## src/hdl/tcpq_pkg.sv

```systemverilog
package tcpq_pkg;

    // default geometry
    localparam int DEF_CRITICAL_DEPTH = 8;
    localparam int DEF_NORMAL_DEPTH   = 16;
    localparam int DEF_DIAG_DEPTH     = 8;
    localparam int DEF_MAX_PAYLOAD    = 256;

    // field widths
    localparam int OP_W        = 2;
    localparam int PRI_W       = 2;
    localparam int TYPE_W      = 8;
    localparam int LEN_W       = 10;
    localparam int FLAGS_W     = 8;
    localparam int HANDLE_W    = 16;
    localparam int SEL_W       = 4;
    localparam int RECS_W      = 6;
    localparam int BYTES_OUT_W = 14;
    localparam int CNT_W       = 32;

    localparam int RECS_MAX  = (2 ** RECS_W) - 1;
    localparam int BYTES_MAX = (2 ** BYTES_OUT_W) - 1;

    // critical pressure level is depth * 3 / 4
    localparam int PRESS_NUM = 3;
    localparam int PRESS_DEN = 4;

    // command queue between front and back
    localparam int CMDQ_DEPTH = 2;

    typedef enum logic [OP_W-1:0] {
        OP_ENQ  = 2'd0,
        OP_DEQ  = 2'd1,
        OP_READ = 2'd2,
        OP_NOP  = 2'd3
    } t_op;

    typedef enum logic [PRI_W-1:0] {
        CLS_CRIT = 2'd0,
        CLS_NORM = 2'd1,
        CLS_DIAG = 2'd2
    } t_cls;

    // priority request code that maps onto the normal class
    localparam logic [PRI_W-1:0] PRI_ALIAS_NORM = 2'd3;

    // statistics counter selects
    localparam logic [SEL_W-1:0] CNT_ACCEPT    = 4'd0;
    localparam logic [SEL_W-1:0] CNT_DROP      = 4'd1;
    localparam logic [SEL_W-1:0] CNT_ENCFAIL   = 4'd2;
    localparam logic [SEL_W-1:0] CNT_DROP_CRIT = 4'd3;
    localparam logic [SEL_W-1:0] CNT_DROP_NORM = 4'd4;
    localparam logic [SEL_W-1:0] CNT_DROP_DIAG = 4'd5;
    localparam logic [SEL_W-1:0] CNT_HW_CRIT   = 4'd6;
    localparam logic [SEL_W-1:0] CNT_HW_NORM   = 4'd7;
    localparam logic [SEL_W-1:0] CNT_HW_DIAG   = 4'd8;
    localparam logic [SEL_W-1:0] CNT_HW_BYTES  = 4'd9;

    typedef struct packed {
        logic [TYPE_W-1:0]   rtype;
        logic [LEN_W-1:0]    len;
        logic [FLAGS_W-1:0]  flags;
        logic [HANDLE_W-1:0] handle;
    } t_rec;

    typedef struct packed {
        t_op              op;
        t_cls             cls;
        logic             enc_fail;
        logic [SEL_W-1:0] sel;
        t_rec             rec;
    } t_cmd;

    typedef struct packed {
        logic                   ok;
        logic [PRI_W-1:0]       prio;
        t_rec                   rec;
        logic                   pressure;
        logic [RECS_W-1:0]      records;
        logic [BYTES_OUT_W-1:0] bytes;
        logic [CNT_W-1:0]       value;
    } t_res;

endpackage

```

## src/hdl/tcpq_front.sv

```systemverilog
module tcpq_front #(
    parameter int MAX_PAYLOAD = tcpq_pkg::DEF_MAX_PAYLOAD
) (
    input  logic                          i_clk,
    input  logic                          i_rst_n,
    input  logic                          i_push,
    output logic                          o_full,
    input  logic [tcpq_pkg::OP_W-1:0]     i_op,
    input  logic [tcpq_pkg::PRI_W-1:0]    i_priority_req,
    input  logic [tcpq_pkg::TYPE_W-1:0]   i_rec_type,
    input  logic [tcpq_pkg::LEN_W-1:0]    i_rec_len,
    input  logic [tcpq_pkg::FLAGS_W-1:0]  i_rec_flags,
    input  logic [tcpq_pkg::HANDLE_W-1:0] i_payload_handle,
    input  logic                          i_payload_present,
    input  logic [tcpq_pkg::SEL_W-1:0]    i_counter_select,
    output logic                          o_cmd_valid,
    output tcpq_pkg::t_cmd                o_cmd,
    input  logic                          i_cmd_take
);

    localparam int PW = (tcpq_pkg::CMDQ_DEPTH > 1) ? $clog2(tcpq_pkg::CMDQ_DEPTH) : 1;
    localparam int CW = $clog2(tcpq_pkg::CMDQ_DEPTH + 1);

    tcpq_pkg::t_cmd r_q [tcpq_pkg::CMDQ_DEPTH];
    logic [PW-1:0]  r_wp, n_wp;
    logic [PW-1:0]  r_rp, n_rp;
    logic [CW-1:0]  r_cnt, n_cnt;
    logic           push_fire;
    logic           take_fire;
    tcpq_pkg::t_cmd cmd_in;

    // classify the incoming word
    always_comb begin
        cmd_in.op  = tcpq_pkg::t_op'(i_op);
        cmd_in.cls = (i_priority_req == tcpq_pkg::PRI_ALIAS_NORM) ?
                     tcpq_pkg::CLS_NORM : tcpq_pkg::t_cls'(i_priority_req);
        cmd_in.enc_fail = (i_rec_len > tcpq_pkg::LEN_W'(MAX_PAYLOAD)) ||
                          ((i_rec_len != '0) && !i_payload_present);
        cmd_in.sel        = i_counter_select;
        cmd_in.rec.rtype  = i_rec_type;
        cmd_in.rec.len    = i_rec_len;
        cmd_in.rec.flags  = i_rec_flags;
        cmd_in.rec.handle = i_payload_handle;
    end

    assign o_full      = (r_cnt == CW'(tcpq_pkg::CMDQ_DEPTH));
    assign o_cmd_valid = (r_cnt != '0);
    assign o_cmd       = r_q[r_rp];
    assign push_fire   = i_push && !o_full;
    assign take_fire   = i_cmd_take && o_cmd_valid;

    always_comb begin
        n_wp  = r_wp;
        n_rp  = r_rp;
        n_cnt = r_cnt + CW'(push_fire) - CW'(take_fire);
        if (push_fire) begin
            n_wp = (r_wp == PW'(tcpq_pkg::CMDQ_DEPTH - 1)) ? '0 : r_wp + 1'b1;
        end
        if (take_fire) begin
            n_rp = (r_rp == PW'(tcpq_pkg::CMDQ_DEPTH - 1)) ? '0 : r_rp + 1'b1;
        end
    end

    always_ff @(posedge i_clk) begin
        if (!i_rst_n) begin
            r_wp  <= '0;
            r_rp  <= '0;
            r_cnt <= '0;
        end else begin
            r_wp  <= n_wp;
            r_rp  <= n_rp;
            r_cnt <= n_cnt;
        end
    end

    always_ff @(posedge i_clk) begin
        if (push_fire) begin
            r_q[r_wp] <= cmd_in;
        end
    end

endmodule

```

## src/hdl/tcpq_back.sv

```systemverilog
module tcpq_back #(
    parameter int CRITICAL_DEPTH = tcpq_pkg::DEF_CRITICAL_DEPTH,
    parameter int NORMAL_DEPTH   = tcpq_pkg::DEF_NORMAL_DEPTH,
    parameter int DIAG_DEPTH     = tcpq_pkg::DEF_DIAG_DEPTH,
    parameter int MAX_PAYLOAD    = tcpq_pkg::DEF_MAX_PAYLOAD
) (
    input  logic           i_clk,
    input  logic           i_rst_n,
    input  logic           i_cmd_valid,
    input  tcpq_pkg::t_cmd i_cmd,
    output logic           o_cmd_take,
    output logic           o_res_valid,
    output tcpq_pkg::t_res o_res,
    input  logic           i_pop
);

    localparam int CP_W = (CRITICAL_DEPTH > 1) ? $clog2(CRITICAL_DEPTH) : 1;
    localparam int NP_W = (NORMAL_DEPTH > 1) ? $clog2(NORMAL_DEPTH) : 1;
    localparam int DP_W = (DIAG_DEPTH > 1) ? $clog2(DIAG_DEPTH) : 1;
    localparam int CC_W = $clog2(CRITICAL_DEPTH + 1);
    localparam int NC_W = $clog2(NORMAL_DEPTH + 1);
    localparam int DC_W = $clog2(DIAG_DEPTH + 1);
    localparam int TOTAL_DEPTH = CRITICAL_DEPTH + NORMAL_DEPTH + DIAG_DEPTH;
    localparam int REC_W   = $clog2(TOTAL_DEPTH + 1);
    localparam int BYTES_W = $clog2(TOTAL_DEPTH * MAX_PAYLOAD + 1);
    localparam int REC_EXT_W   = REC_W + tcpq_pkg::RECS_W;
    localparam int BYTES_EXT_W = BYTES_W + tcpq_pkg::BYTES_OUT_W;
    localparam int PRESS_LVL = (CRITICAL_DEPTH * tcpq_pkg::PRESS_NUM) / tcpq_pkg::PRESS_DEN;
    localparam int CNT_W = tcpq_pkg::CNT_W;

    typedef enum logic {
        ST_EXEC,
        ST_DEQ_WAIT
    } t_state;

    // record stores
    tcpq_pkg::t_rec crit_mem [CRITICAL_DEPTH];
    tcpq_pkg::t_rec norm_mem [NORMAL_DEPTH];
    tcpq_pkg::t_rec diag_mem [DIAG_DEPTH];
    tcpq_pkg::t_rec r_rd_c, r_rd_n, r_rd_d;

    t_state r_state, n_state;
    logic [CP_W-1:0] r_head_c, n_head_c, r_tail_c, n_tail_c;
    logic [NP_W-1:0] r_head_n, n_head_n, r_tail_n, n_tail_n;
    logic [DP_W-1:0] r_head_d, n_head_d, r_tail_d, n_tail_d;
    logic [CC_W-1:0] r_cnt_c, n_cnt_c, r_hw_c, n_hw_c;
    logic [NC_W-1:0] r_cnt_n, n_cnt_n, r_hw_n, n_hw_n;
    logic [DC_W-1:0] r_cnt_d, n_cnt_d, r_hw_d, n_hw_d;
    logic [BYTES_W-1:0] r_bytes, n_bytes, r_hw_bytes, n_hw_bytes;
    logic [CNT_W-1:0] r_acc, n_acc, r_drop, n_drop, r_enc, n_enc;
    logic [CNT_W-1:0] r_drop_c, n_drop_c, r_drop_n, n_drop_n, r_drop_d, n_drop_d;
    tcpq_pkg::t_cls r_deq_cls, n_deq_cls;
    logic           r_out_valid, n_out_valid;
    tcpq_pkg::t_res r_res, n_res;

    logic wr_c, wr_n, wr_d, rd_c, rd_n, rd_d;
    logic out_free, pop_fire, enq_full;
    logic res_wr, res_ok;
    logic [tcpq_pkg::PRI_W-1:0] res_prio;
    tcpq_pkg::t_rec res_rec, deq_rec;
    logic [CNT_W-1:0] res_value;
    logic [REC_W-1:0] total;
    logic [REC_EXT_W-1:0] rec_ext;
    logic [BYTES_EXT_W-1:0] bytes_ext;

    assign pop_fire    = i_pop && r_out_valid;
    assign out_free    = !r_out_valid || pop_fire;
    assign o_res_valid = r_out_valid;
    assign o_res       = r_res;

    always_comb begin
        case (i_cmd.cls)
            tcpq_pkg::CLS_CRIT: enq_full = (r_cnt_c == CC_W'(CRITICAL_DEPTH));
            tcpq_pkg::CLS_DIAG: enq_full = (r_cnt_d == DC_W'(DIAG_DEPTH));
            default:            enq_full = (r_cnt_n == NC_W'(NORMAL_DEPTH));
        endcase
        case (r_deq_cls)
            tcpq_pkg::CLS_CRIT: deq_rec = r_rd_c;
            tcpq_pkg::CLS_DIAG: deq_rec = r_rd_d;
            default:            deq_rec = r_rd_n;
        endcase
    end

    always_comb begin
        n_state = r_state;
        n_head_c = r_head_c; n_tail_c = r_tail_c; n_cnt_c = r_cnt_c; n_hw_c = r_hw_c;
        n_head_n = r_head_n; n_tail_n = r_tail_n; n_cnt_n = r_cnt_n; n_hw_n = r_hw_n;
        n_head_d = r_head_d; n_tail_d = r_tail_d; n_cnt_d = r_cnt_d; n_hw_d = r_hw_d;
        n_bytes = r_bytes; n_hw_bytes = r_hw_bytes;
        n_acc = r_acc; n_drop = r_drop; n_enc = r_enc;
        n_drop_c = r_drop_c; n_drop_n = r_drop_n; n_drop_d = r_drop_d;
        n_deq_cls = r_deq_cls;
        n_out_valid = r_out_valid && !pop_fire;
        n_res = r_res;
        wr_c = 1'b0; wr_n = 1'b0; wr_d = 1'b0;
        rd_c = 1'b0; rd_n = 1'b0; rd_d = 1'b0;
        o_cmd_take = 1'b0;
        res_wr = 1'b0;
        res_ok = 1'b0;
        res_prio = '0;
        res_rec = '0;
        res_value = '0;
        total = '0;
        rec_ext = '0;
        bytes_ext = '0;

        case (r_state)
            ST_EXEC: begin
                if (i_cmd_valid && out_free) begin
                    o_cmd_take = 1'b1;
                    res_wr = 1'b1;
                    case (i_cmd.op)
                        tcpq_pkg::OP_ENQ: begin
                            if (i_cmd.enc_fail || enq_full) begin
                                n_drop = r_drop + 1'b1;
                                if (i_cmd.enc_fail) begin
                                    n_enc = r_enc + 1'b1;
                                end
                                case (i_cmd.cls)
                                    tcpq_pkg::CLS_CRIT: n_drop_c = r_drop_c + 1'b1;
                                    tcpq_pkg::CLS_DIAG: n_drop_d = r_drop_d + 1'b1;
                                    default:            n_drop_n = r_drop_n + 1'b1;
                                endcase
                            end else begin
                                res_ok = 1'b1;
                                n_acc = r_acc + 1'b1;
                                n_bytes = r_bytes + BYTES_W'(i_cmd.rec.len);
                                if (n_bytes > r_hw_bytes) begin
                                    n_hw_bytes = n_bytes;
                                end
                                case (i_cmd.cls)
                                    tcpq_pkg::CLS_CRIT: begin
                                        wr_c = 1'b1;
                                        n_tail_c = (r_tail_c == CP_W'(CRITICAL_DEPTH - 1)) ?
                                                   '0 : r_tail_c + 1'b1;
                                        n_cnt_c = r_cnt_c + 1'b1;
                                        if (n_cnt_c > r_hw_c) begin
                                            n_hw_c = n_cnt_c;
                                        end
                                    end
                                    tcpq_pkg::CLS_DIAG: begin
                                        wr_d = 1'b1;
                                        n_tail_d = (r_tail_d == DP_W'(DIAG_DEPTH - 1)) ?
                                                   '0 : r_tail_d + 1'b1;
                                        n_cnt_d = r_cnt_d + 1'b1;
                                        if (n_cnt_d > r_hw_d) begin
                                            n_hw_d = n_cnt_d;
                                        end
                                    end
                                    default: begin
                                        wr_n = 1'b1;
                                        n_tail_n = (r_tail_n == NP_W'(NORMAL_DEPTH - 1)) ?
                                                   '0 : r_tail_n + 1'b1;
                                        n_cnt_n = r_cnt_n + 1'b1;
                                        if (n_cnt_n > r_hw_n) begin
                                            n_hw_n = n_cnt_n;
                                        end
                                    end
                                endcase
                            end
                        end
                        tcpq_pkg::OP_DEQ: begin
                            // issue the store read; the word is built next cycle
                            if (r_cnt_c != '0) begin
                                rd_c = 1'b1;
                                n_head_c = (r_head_c == CP_W'(CRITICAL_DEPTH - 1)) ?
                                           '0 : r_head_c + 1'b1;
                                n_cnt_c = r_cnt_c - 1'b1;
                                n_deq_cls = tcpq_pkg::CLS_CRIT;
                                n_state = ST_DEQ_WAIT;
                                res_wr = 1'b0;
                            end else if (r_cnt_n != '0) begin
                                rd_n = 1'b1;
                                n_head_n = (r_head_n == NP_W'(NORMAL_DEPTH - 1)) ?
                                           '0 : r_head_n + 1'b1;
                                n_cnt_n = r_cnt_n - 1'b1;
                                n_deq_cls = tcpq_pkg::CLS_NORM;
                                n_state = ST_DEQ_WAIT;
                                res_wr = 1'b0;
                            end else if (r_cnt_d != '0) begin
                                rd_d = 1'b1;
                                n_head_d = (r_head_d == DP_W'(DIAG_DEPTH - 1)) ?
                                           '0 : r_head_d + 1'b1;
                                n_cnt_d = r_cnt_d - 1'b1;
                                n_deq_cls = tcpq_pkg::CLS_DIAG;
                                n_state = ST_DEQ_WAIT;
                                res_wr = 1'b0;
                            end
                        end
                        tcpq_pkg::OP_READ: begin
                            res_ok = 1'b1;
                            case (i_cmd.sel)
                                tcpq_pkg::CNT_ACCEPT:    res_value = r_acc;
                                tcpq_pkg::CNT_DROP:      res_value = r_drop;
                                tcpq_pkg::CNT_ENCFAIL:   res_value = r_enc;
                                tcpq_pkg::CNT_DROP_CRIT: res_value = r_drop_c;
                                tcpq_pkg::CNT_DROP_NORM: res_value = r_drop_n;
                                tcpq_pkg::CNT_DROP_DIAG: res_value = r_drop_d;
                                tcpq_pkg::CNT_HW_CRIT:   res_value = CNT_W'(r_hw_c);
                                tcpq_pkg::CNT_HW_NORM:   res_value = CNT_W'(r_hw_n);
                                tcpq_pkg::CNT_HW_DIAG:   res_value = CNT_W'(r_hw_d);
                                tcpq_pkg::CNT_HW_BYTES:  res_value = CNT_W'(r_hw_bytes);
                                default: begin
                                    res_ok = 1'b0;
                                    res_value = '0;
                                end
                            endcase
                        end
                        default: begin
                            res_ok = 1'b0;
                        end
                    endcase
                end
            end
            ST_DEQ_WAIT: begin
                // store data has landed: release its bytes and show the record
                if (r_bytes >= BYTES_W'(deq_rec.len)) begin
                    n_bytes = r_bytes - BYTES_W'(deq_rec.len);
                end else begin
                    n_bytes = '0;
                end
                res_wr = 1'b1;
                res_ok = 1'b1;
                res_prio = r_deq_cls;
                res_rec = deq_rec;
                n_state = ST_EXEC;
            end
            default: begin
                n_state = ST_EXEC;
            end
        endcase

        if (res_wr) begin
            total = REC_W'(n_cnt_c) + REC_W'(n_cnt_n) + REC_W'(n_cnt_d);
            rec_ext = REC_EXT_W'(total);
            bytes_ext = BYTES_EXT_W'(n_bytes);
            n_out_valid = 1'b1;
            n_res.ok = res_ok;
            n_res.prio = res_prio;
            n_res.rec = res_rec;
            n_res.value = res_value;
            n_res.pressure = (int'(n_cnt_n) >= NORMAL_DEPTH) ||
                             (int'(n_cnt_d) >= DIAG_DEPTH) ||
                             (int'(n_cnt_c) >= PRESS_LVL);
            n_res.records = (rec_ext > REC_EXT_W'(tcpq_pkg::RECS_MAX)) ?
                            tcpq_pkg::RECS_W'(tcpq_pkg::RECS_MAX) :
                            rec_ext[tcpq_pkg::RECS_W-1:0];
            n_res.bytes = (bytes_ext > BYTES_EXT_W'(tcpq_pkg::BYTES_MAX)) ?
                          tcpq_pkg::BYTES_OUT_W'(tcpq_pkg::BYTES_MAX) :
                          bytes_ext[tcpq_pkg::BYTES_OUT_W-1:0];
        end
    end

    always_ff @(posedge i_clk) begin
        if (!i_rst_n) begin
            r_state <= ST_EXEC;
            r_head_c <= '0; r_tail_c <= '0; r_cnt_c <= '0; r_hw_c <= '0;
            r_head_n <= '0; r_tail_n <= '0; r_cnt_n <= '0; r_hw_n <= '0;
            r_head_d <= '0; r_tail_d <= '0; r_cnt_d <= '0; r_hw_d <= '0;
            r_bytes <= '0; r_hw_bytes <= '0;
            r_acc <= '0; r_drop <= '0; r_enc <= '0;
            r_drop_c <= '0; r_drop_n <= '0; r_drop_d <= '0;
            r_deq_cls <= tcpq_pkg::CLS_CRIT;
            r_out_valid <= 1'b0;
        end else begin
            r_state <= n_state;
            r_head_c <= n_head_c; r_tail_c <= n_tail_c; r_cnt_c <= n_cnt_c; r_hw_c <= n_hw_c;
            r_head_n <= n_head_n; r_tail_n <= n_tail_n; r_cnt_n <= n_cnt_n; r_hw_n <= n_hw_n;
            r_head_d <= n_head_d; r_tail_d <= n_tail_d; r_cnt_d <= n_cnt_d; r_hw_d <= n_hw_d;
            r_bytes <= n_bytes; r_hw_bytes <= n_hw_bytes;
            r_acc <= n_acc; r_drop <= n_drop; r_enc <= n_enc;
            r_drop_c <= n_drop_c; r_drop_n <= n_drop_n; r_drop_d <= n_drop_d;
            r_deq_cls <= n_deq_cls;
            r_out_valid <= n_out_valid;
        end
        r_res <= n_res;
    end

    always_ff @(posedge i_clk) begin
        if (wr_c) begin
            crit_mem[r_tail_c] <= i_cmd.rec;
        end
        if (wr_n) begin
            norm_mem[r_tail_n] <= i_cmd.rec;
        end
        if (wr_d) begin
            diag_mem[r_tail_d] <= i_cmd.rec;
        end
        if (rd_c) begin
            r_rd_c <= crit_mem[r_head_c];
        end
        if (rd_n) begin
            r_rd_n <= norm_mem[r_head_n];
        end
        if (rd_d) begin
            r_rd_d <= diag_mem[r_head_d];
        end
    end

endmodule

```

## src/hdl/three_class_priority_record_queue_core.sv

```systemverilog
// A pushed word passes the front queue and then the result register before it shows on the
// result side; a dequeue that finds a record also waits on the registered record store read.
// Throughput: one word per cycle while the result register is free or popped; a dequeue
// that finds a record holds the execute stage (store read, then result from the read data).
// Reset (i_rst_n low at a clock edge) clears pointers, counts, byte total, statistics and
// both queues; the record stores keep their contents and need no clearing pass.
module three_class_priority_record_queue_core #(
    parameter int CRITICAL_DEPTH = tcpq_pkg::DEF_CRITICAL_DEPTH,
    parameter int NORMAL_DEPTH   = tcpq_pkg::DEF_NORMAL_DEPTH,
    parameter int DIAG_DEPTH     = tcpq_pkg::DEF_DIAG_DEPTH,
    parameter int MAX_PAYLOAD    = tcpq_pkg::DEF_MAX_PAYLOAD
) (
    input  logic                             i_clk,
    input  logic                             i_rst_n,
    // command side
    input  logic                             push,
    output logic                             full,
    input  logic [tcpq_pkg::OP_W-1:0]        i_op,
    input  logic [tcpq_pkg::PRI_W-1:0]       i_priority_req,
    input  logic [tcpq_pkg::TYPE_W-1:0]      i_rec_type,
    input  logic [tcpq_pkg::LEN_W-1:0]       i_rec_len,
    input  logic [tcpq_pkg::FLAGS_W-1:0]     i_rec_flags,
    input  logic [tcpq_pkg::HANDLE_W-1:0]    i_payload_handle,
    input  logic                             i_payload_present,
    input  logic [tcpq_pkg::SEL_W-1:0]       i_counter_select,
    // result side
    output logic                             empty,
    input  logic                             pop,
    output logic                             o_ok,
    output logic [tcpq_pkg::PRI_W-1:0]       o_out_priority,
    output logic [tcpq_pkg::TYPE_W-1:0]      o_out_type,
    output logic [tcpq_pkg::LEN_W-1:0]       o_out_len,
    output logic [tcpq_pkg::FLAGS_W-1:0]     o_out_flags,
    output logic [tcpq_pkg::HANDLE_W-1:0]    o_out_handle,
    output logic                             o_pressure,
    output logic [tcpq_pkg::RECS_W-1:0]      o_queued_records,
    output logic [tcpq_pkg::BYTES_OUT_W-1:0] o_queued_bytes,
    output logic [tcpq_pkg::CNT_W-1:0]       o_counter_value
);

    logic           cmd_valid;
    logic           cmd_take;
    tcpq_pkg::t_cmd cmd;
    logic           res_valid;
    tcpq_pkg::t_res res;

    // Front: decode the op, fold priority code 3 onto the normal class, flag
    // over-long or payload-less records as encode failures, and hold the decoded
    // word in a two-entry queue so the push side keeps moving while the back stalls.
    tcpq_front #(
        .MAX_PAYLOAD (MAX_PAYLOAD)
    ) u_front (
        .i_clk             (i_clk),
        .i_rst_n           (i_rst_n),
        .i_push            (push),
        .o_full            (full),
        .i_op              (i_op),
        .i_priority_req    (i_priority_req),
        .i_rec_type        (i_rec_type),
        .i_rec_len         (i_rec_len),
        .i_rec_flags       (i_rec_flags),
        .i_payload_handle  (i_payload_handle),
        .i_payload_present (i_payload_present),
        .i_counter_select  (i_counter_select),
        .o_cmd_valid       (cmd_valid),
        .o_cmd             (cmd),
        .i_cmd_take        (cmd_take)
    );

    // Back: own the three ring stores, pointers, byte total and statistics. Execute one
    // decoded word whenever no dequeue is being finished and the result register is free
    // or is drained this cycle; serve dequeues in strict critical/normal/diagnostic order.
    tcpq_back #(
        .CRITICAL_DEPTH (CRITICAL_DEPTH),
        .NORMAL_DEPTH   (NORMAL_DEPTH),
        .DIAG_DEPTH     (DIAG_DEPTH),
        .MAX_PAYLOAD    (MAX_PAYLOAD)
    ) u_back (
        .i_clk       (i_clk),
        .i_rst_n     (i_rst_n),
        .i_cmd_valid (cmd_valid),
        .i_cmd       (cmd),
        .o_cmd_take  (cmd_take),
        .o_res_valid (res_valid),
        .o_res       (res),
        .i_pop       (pop)
    );

    // Drive the result ports straight from the back's result register.
    assign empty            = !res_valid;
    assign o_ok             = res.ok;
    assign o_out_priority   = res.prio;
    assign o_out_type       = res.rec.rtype;
    assign o_out_len        = res.rec.len;
    assign o_out_flags      = res.rec.flags;
    assign o_out_handle     = res.rec.handle;
    assign o_pressure       = res.pressure;
    assign o_queued_records = res.records;
    assign o_queued_bytes   = res.bytes;
    assign o_counter_value  = res.value;

endmodule

```

## config.mk

```make
export PLATFORM = sky130hd
export DESIGN_NAME = three_class_priority_record_queue_core
export DESIGN_NICKNAME = d
export VERILOG_FILES = /design/src/hdl/tcpq_pkg.sv /design/src/hdl/tcpq_front.sv /design/src/hdl/tcpq_back.sv /design/src/hdl/three_class_priority_record_queue_core.sv
export SDC_FILE = /design/constraint.sdc
export NUM_CORES = 2
export LEC_CHECK = 0
export BUFFER_PORTS_ARGS = -buffer_cell sky130_fd_sc_hd__buf_2
export CAP_MARGIN = 30
export CELL_PAD_IN_SITES_DETAIL_PLACEMENT = 1
export CELL_PAD_IN_SITES_GLOBAL_PLACEMENT = 1
export CORE_UTILIZATION = 55
export DETAILED_ROUTE_END_ITERATION = 7
export PLACE_DENSITY_LB_ADDON = 0.1
export SKIP_LAST_GASP = 1
export SLEW_MARGIN = 10
export SYNTH_ARGS = -nofsm -noshare
export SYNTH_HDL_FRONTEND = slang
export SYNTH_SLANG_ARGS = --single-unit
```

## constraint.sdc

```tcl
create_clock -name i_clk -period 16.65 [get_ports i_clk]
set_input_delay 1.665 -clock i_clk [delete_from_list [all_inputs] [get_ports i_clk]]
set_output_delay 1.665 -clock i_clk [all_outputs]
set_load 0.02 [all_outputs]
```

==> flow_metrics.py <==
metrics = {
    "yosys": {
        "synth_most_common_cell": "edfxtp_1",
        "ys.flop_type": "edfxtp_1",
        "synthCells": 4485,
        "ys_ff_latch": 1945,
        "synth_fp_nets": 4626,
        "yosysWarnings": 0,
        "synthTopCellsByArea": "edfxtp_1 64%, mux4_2 11%, dfxtp_1 7.1%",
        "synth.top_cell.area_share": 0.644,
        "syn_area_mm2": 0.0779,
        "ys_seq_area_frac": 0.715,
        "synthArstFlopShare": 0,
        "synthDistinctLibCells": 96,
        "avgSynthCellArea_um2": 17.4,
        "synth_top_cell_by_area": "edfxtp_1",
        "synthTopCellsByCount": "1670 x edfxtp_1, 378 x mux4_2, 371 x nor2_1",
        "synth_edf_count": 1670,
    },
    "final_layout": {
        "antenna_cells": 0,
        "synthToLayoutAreaGrowth_pct": 12.4,
        "nets": 4856,
        "drive_gt1_frac": 0.228,
        "final-instance-count-excl-fill": 6748,
        "multi_input_area_mm2": 0.0214,
        "ff_latch_area_mm2": 0.0557,
        "fillCellCount": 12100,
    },
    "critical_path": {
        "end_kind": "flop",
        "required_ns": 17.30,
        "critPathSlowestCell": "buf_4",
        "critPathMaxStageDelay_ns": 0.69,
        "crit_fanout": 42,
        "worst_path_most_repeated_cell": "nor2_1",
        "path_cells": "buf_4 > mux2_2 > ha_1 > fa_1 > a21oi_1 > o21ai_0 > a2111oi_0 > buf_1 > nor2_1 > xor2_1 > ha_1 > nand4_1 > nor2_1 > o21a_1 > o31ai_1 > a311oi_4 > buf_6 > mux2i_1 > nor2_1",
        "path_class": "flop to flop",
        "crit_arrival_ns": 6.76,
        "r2r_slack_ns": 10.53,
        "startpoint_type": "flop",
    },
    "power_and_ir_drop": {
        "power_mw": 11.9,
        "powerDensity_mw_per_mm2": 136,
        "p_leak_nw": 27.7,
        "ir_drop_v": 0.000154,
    },
    "timing": {
        "tightest_slew_ns": 1.07,
        "post-route-period-util": 0.367,
        "max_freq_mhz": 163,
        "hold_viol": 0,
        "setup_viol": 0,
        "rsz0062_at_grt": "false",
        "final_max_slew_viol_count": 0,
        "relSlewSlack": 0.286,
        "fin_skew_ns": 0.0473,
        "timing.setup.tns_ns": 0,
        "hold_slack_ns": 0.493,
        "min_period_ns": 6.12,
    },
    "clock_network": {
        "clock_path_buffers": 3,
        "postCtsResizedCells": 0,
        "clk_latency_ns": 0.83,
        "ctsHoldBuffers": 0,
        "post_cts_buffers": 0,
        "root_buffer": "clkbuf_16",
        "cts_sinks": 1945,
        "path_clk_slew_ns": 0.06,
        "cts_tree": "built",
        "cts_inserted_buffers": 192,
        "htree_levels": 4,
    },
    "routing": {
        "drt-total-wl_um": 210000,
        "drt_iter0_drc": 3775,
        "via_per_inst": 6.36,
        "dr_total_vias": 42900,
        "ant_nets": 0,
        "avgRoutedWirePerCell_um": 31.2,
        "first_pass_iters": 6,
        "drc_errors": 0,
    },
    "placed_design": {
        "place_inst": 6387,
        "io_buffers": 154,
        "gp_congestion": 0.845,
        "dp_hpwl_um": 122000,
    },
    "global_route": {
        "grt_first_pass_wirelength_um": 303000,
        "grt_max_degree": 114,
        "antenna_found_initial": 6,
        "overflow": 0,
        "grt.total_usage": 0.297,
        "grt_pass1_vias": 44500,
    },
    "floorplan": {
        "die_area_mm2": 0.143,
        "io_pins": 155,
        "core_area_mm2": 0.140,
        "fp.dieH_um": 378,
        "initial_core_util": 0.556,
        "fp.dieW_um": 378,
        "fp-row-count": 137,
    },
    "worst_hold_path": {
        "hold_class": "flop to flop",
    },
    "flow_run": {
        "cap_violations": 0,
    },
    "run_status": {
        "outcome": "finished, final reports clean",
    },
}
## placed cells by master, fill, tap and decap left out, drive strengths merged, types with 7 or more instances in the layout
cell and instances:
edfxtp 1670, mux4 378, nor2 371, dfxtp 275, buf 242, clkbuf 241, nand2 164, a21oi 140
mux2 127, xor2 112, nand3 88, clkinv 87, inv 85, ha 81, a22oi 79, mux2i 78
o21ai 77, xnor2 67, nor3 61, or3 49, nand4 44, a31oi 39, and3 36, and2 34
nand2b 22, and4 19, bufinv 17, nor4 17, nor2b 13, a221oi 11, o22ai 10, a21o 9
a211oi 9, a222oi 9, a22o 9, o21a 8, o211ai 7, or2 7
## where the power goes
part	switching [mW]	internal [mW]
Sequential	0.124	5.84
Clock	1.86	2.45
Combinational	1.17	0.467
Total	3.15	8.75
## state kept, by name (all words and copies together) (netlist names), 14 cells and up, named ones only
signal,count
u_back.crit_mem,336
u_back.o_res,98
u_back.r_bytes,14
u_back.norm_mem,672
u_back.diag_mem,336
u_back.r_drop_d,32
u_back.r_drop_c,32
u_back.r_rd_n,42
u_back.r_acc,32
u_back.r_enc,32
u_back.r_rd_d,42
u_back.r_drop_n,32
u_front.r_q,102
u_back.r_hw_bytes,14
u_back.r_drop,32
u_back.r_rd_c,42
## worst max-delay path: cells and delay by family (launching register included)
| family | cells | cell delay (ns) |
|---|---|---|
| flops | 1 | 0.56 |
| mux | 2 | 0.86 |
| compound gates | 6 | 1.69 |
| xor+xnor | 1 | 0.17 |
| fa+ha+maj | 3 | 1.08 |
| buf+inv | 3 | 1.16 |
| simple gates | 4 | 0.37 |
## cell families (layout without fill, tap and decap cells)
kind of cell	count (synthesis)	count (layout)	synth area share
flip-flops	1945	1945	0.715
AND/OR/NAND/NOR	946	946	0.0599
adder cells (fa/ha/maj)	86	86	0.0143
XOR/XNOR	179	179	0.0201
AO/OA/AOI/OAI	460	460	0.0392
buffers and inverters	286	673	0.0142
multiplexers	583	583	0.138
## per-layer routing
metal	track usage	vias up	routed length (µm)
met5	0	-	9
met4	0.0941	2	5880
met3	0.0418	349	13200
met2	0.514	1644	108000
met1	0.390	22800	83700
li1	-	18200	-
## layout make-up
type	instances	area share
clock buffer	241	0.0585
clock inverter	110	0.0126
inverter	80	0.00354
multi-input combinational	2254	0.244
sequential	1945	0.636
tap	1876	0.0268
timing repair buffer	242	0.0185
## final timing paths
check / from / end / cells after the start
worst max-delay path: flop / u_back.r_hw_bytes[11]$_SDFFE_PN0P_ / 19
worst min-delay path: u_back.r_drop_c[31]$_SDFFE_PN0P_ / u_back.r_drop_c[31]$_SDFFE_PN0P_ / 2
worst max register to register: flop / u_back.r_hw_bytes[11]$_SDFFE_PN0P_ / 19
worst min register to register: u_back.r_drop_c[31]$_SDFFE_PN0P_ / u_back.r_drop_c[31]$_SDFFE_PN0P_ / 2
## per-stage QoR
stage	util	cell area, µm²	worst slack, ns
2_1_floorplan	-	77900	9.36
3_3_place_gp	0.579	81100	10.17
3_5_place_dp	0.579	81100	10.57
4_1_cts	0.624	87300	10.54
5_1_grt	0.625	87600	10.22
6_report	0.625	87600	10.53
(Power assumes the default switching activity.)
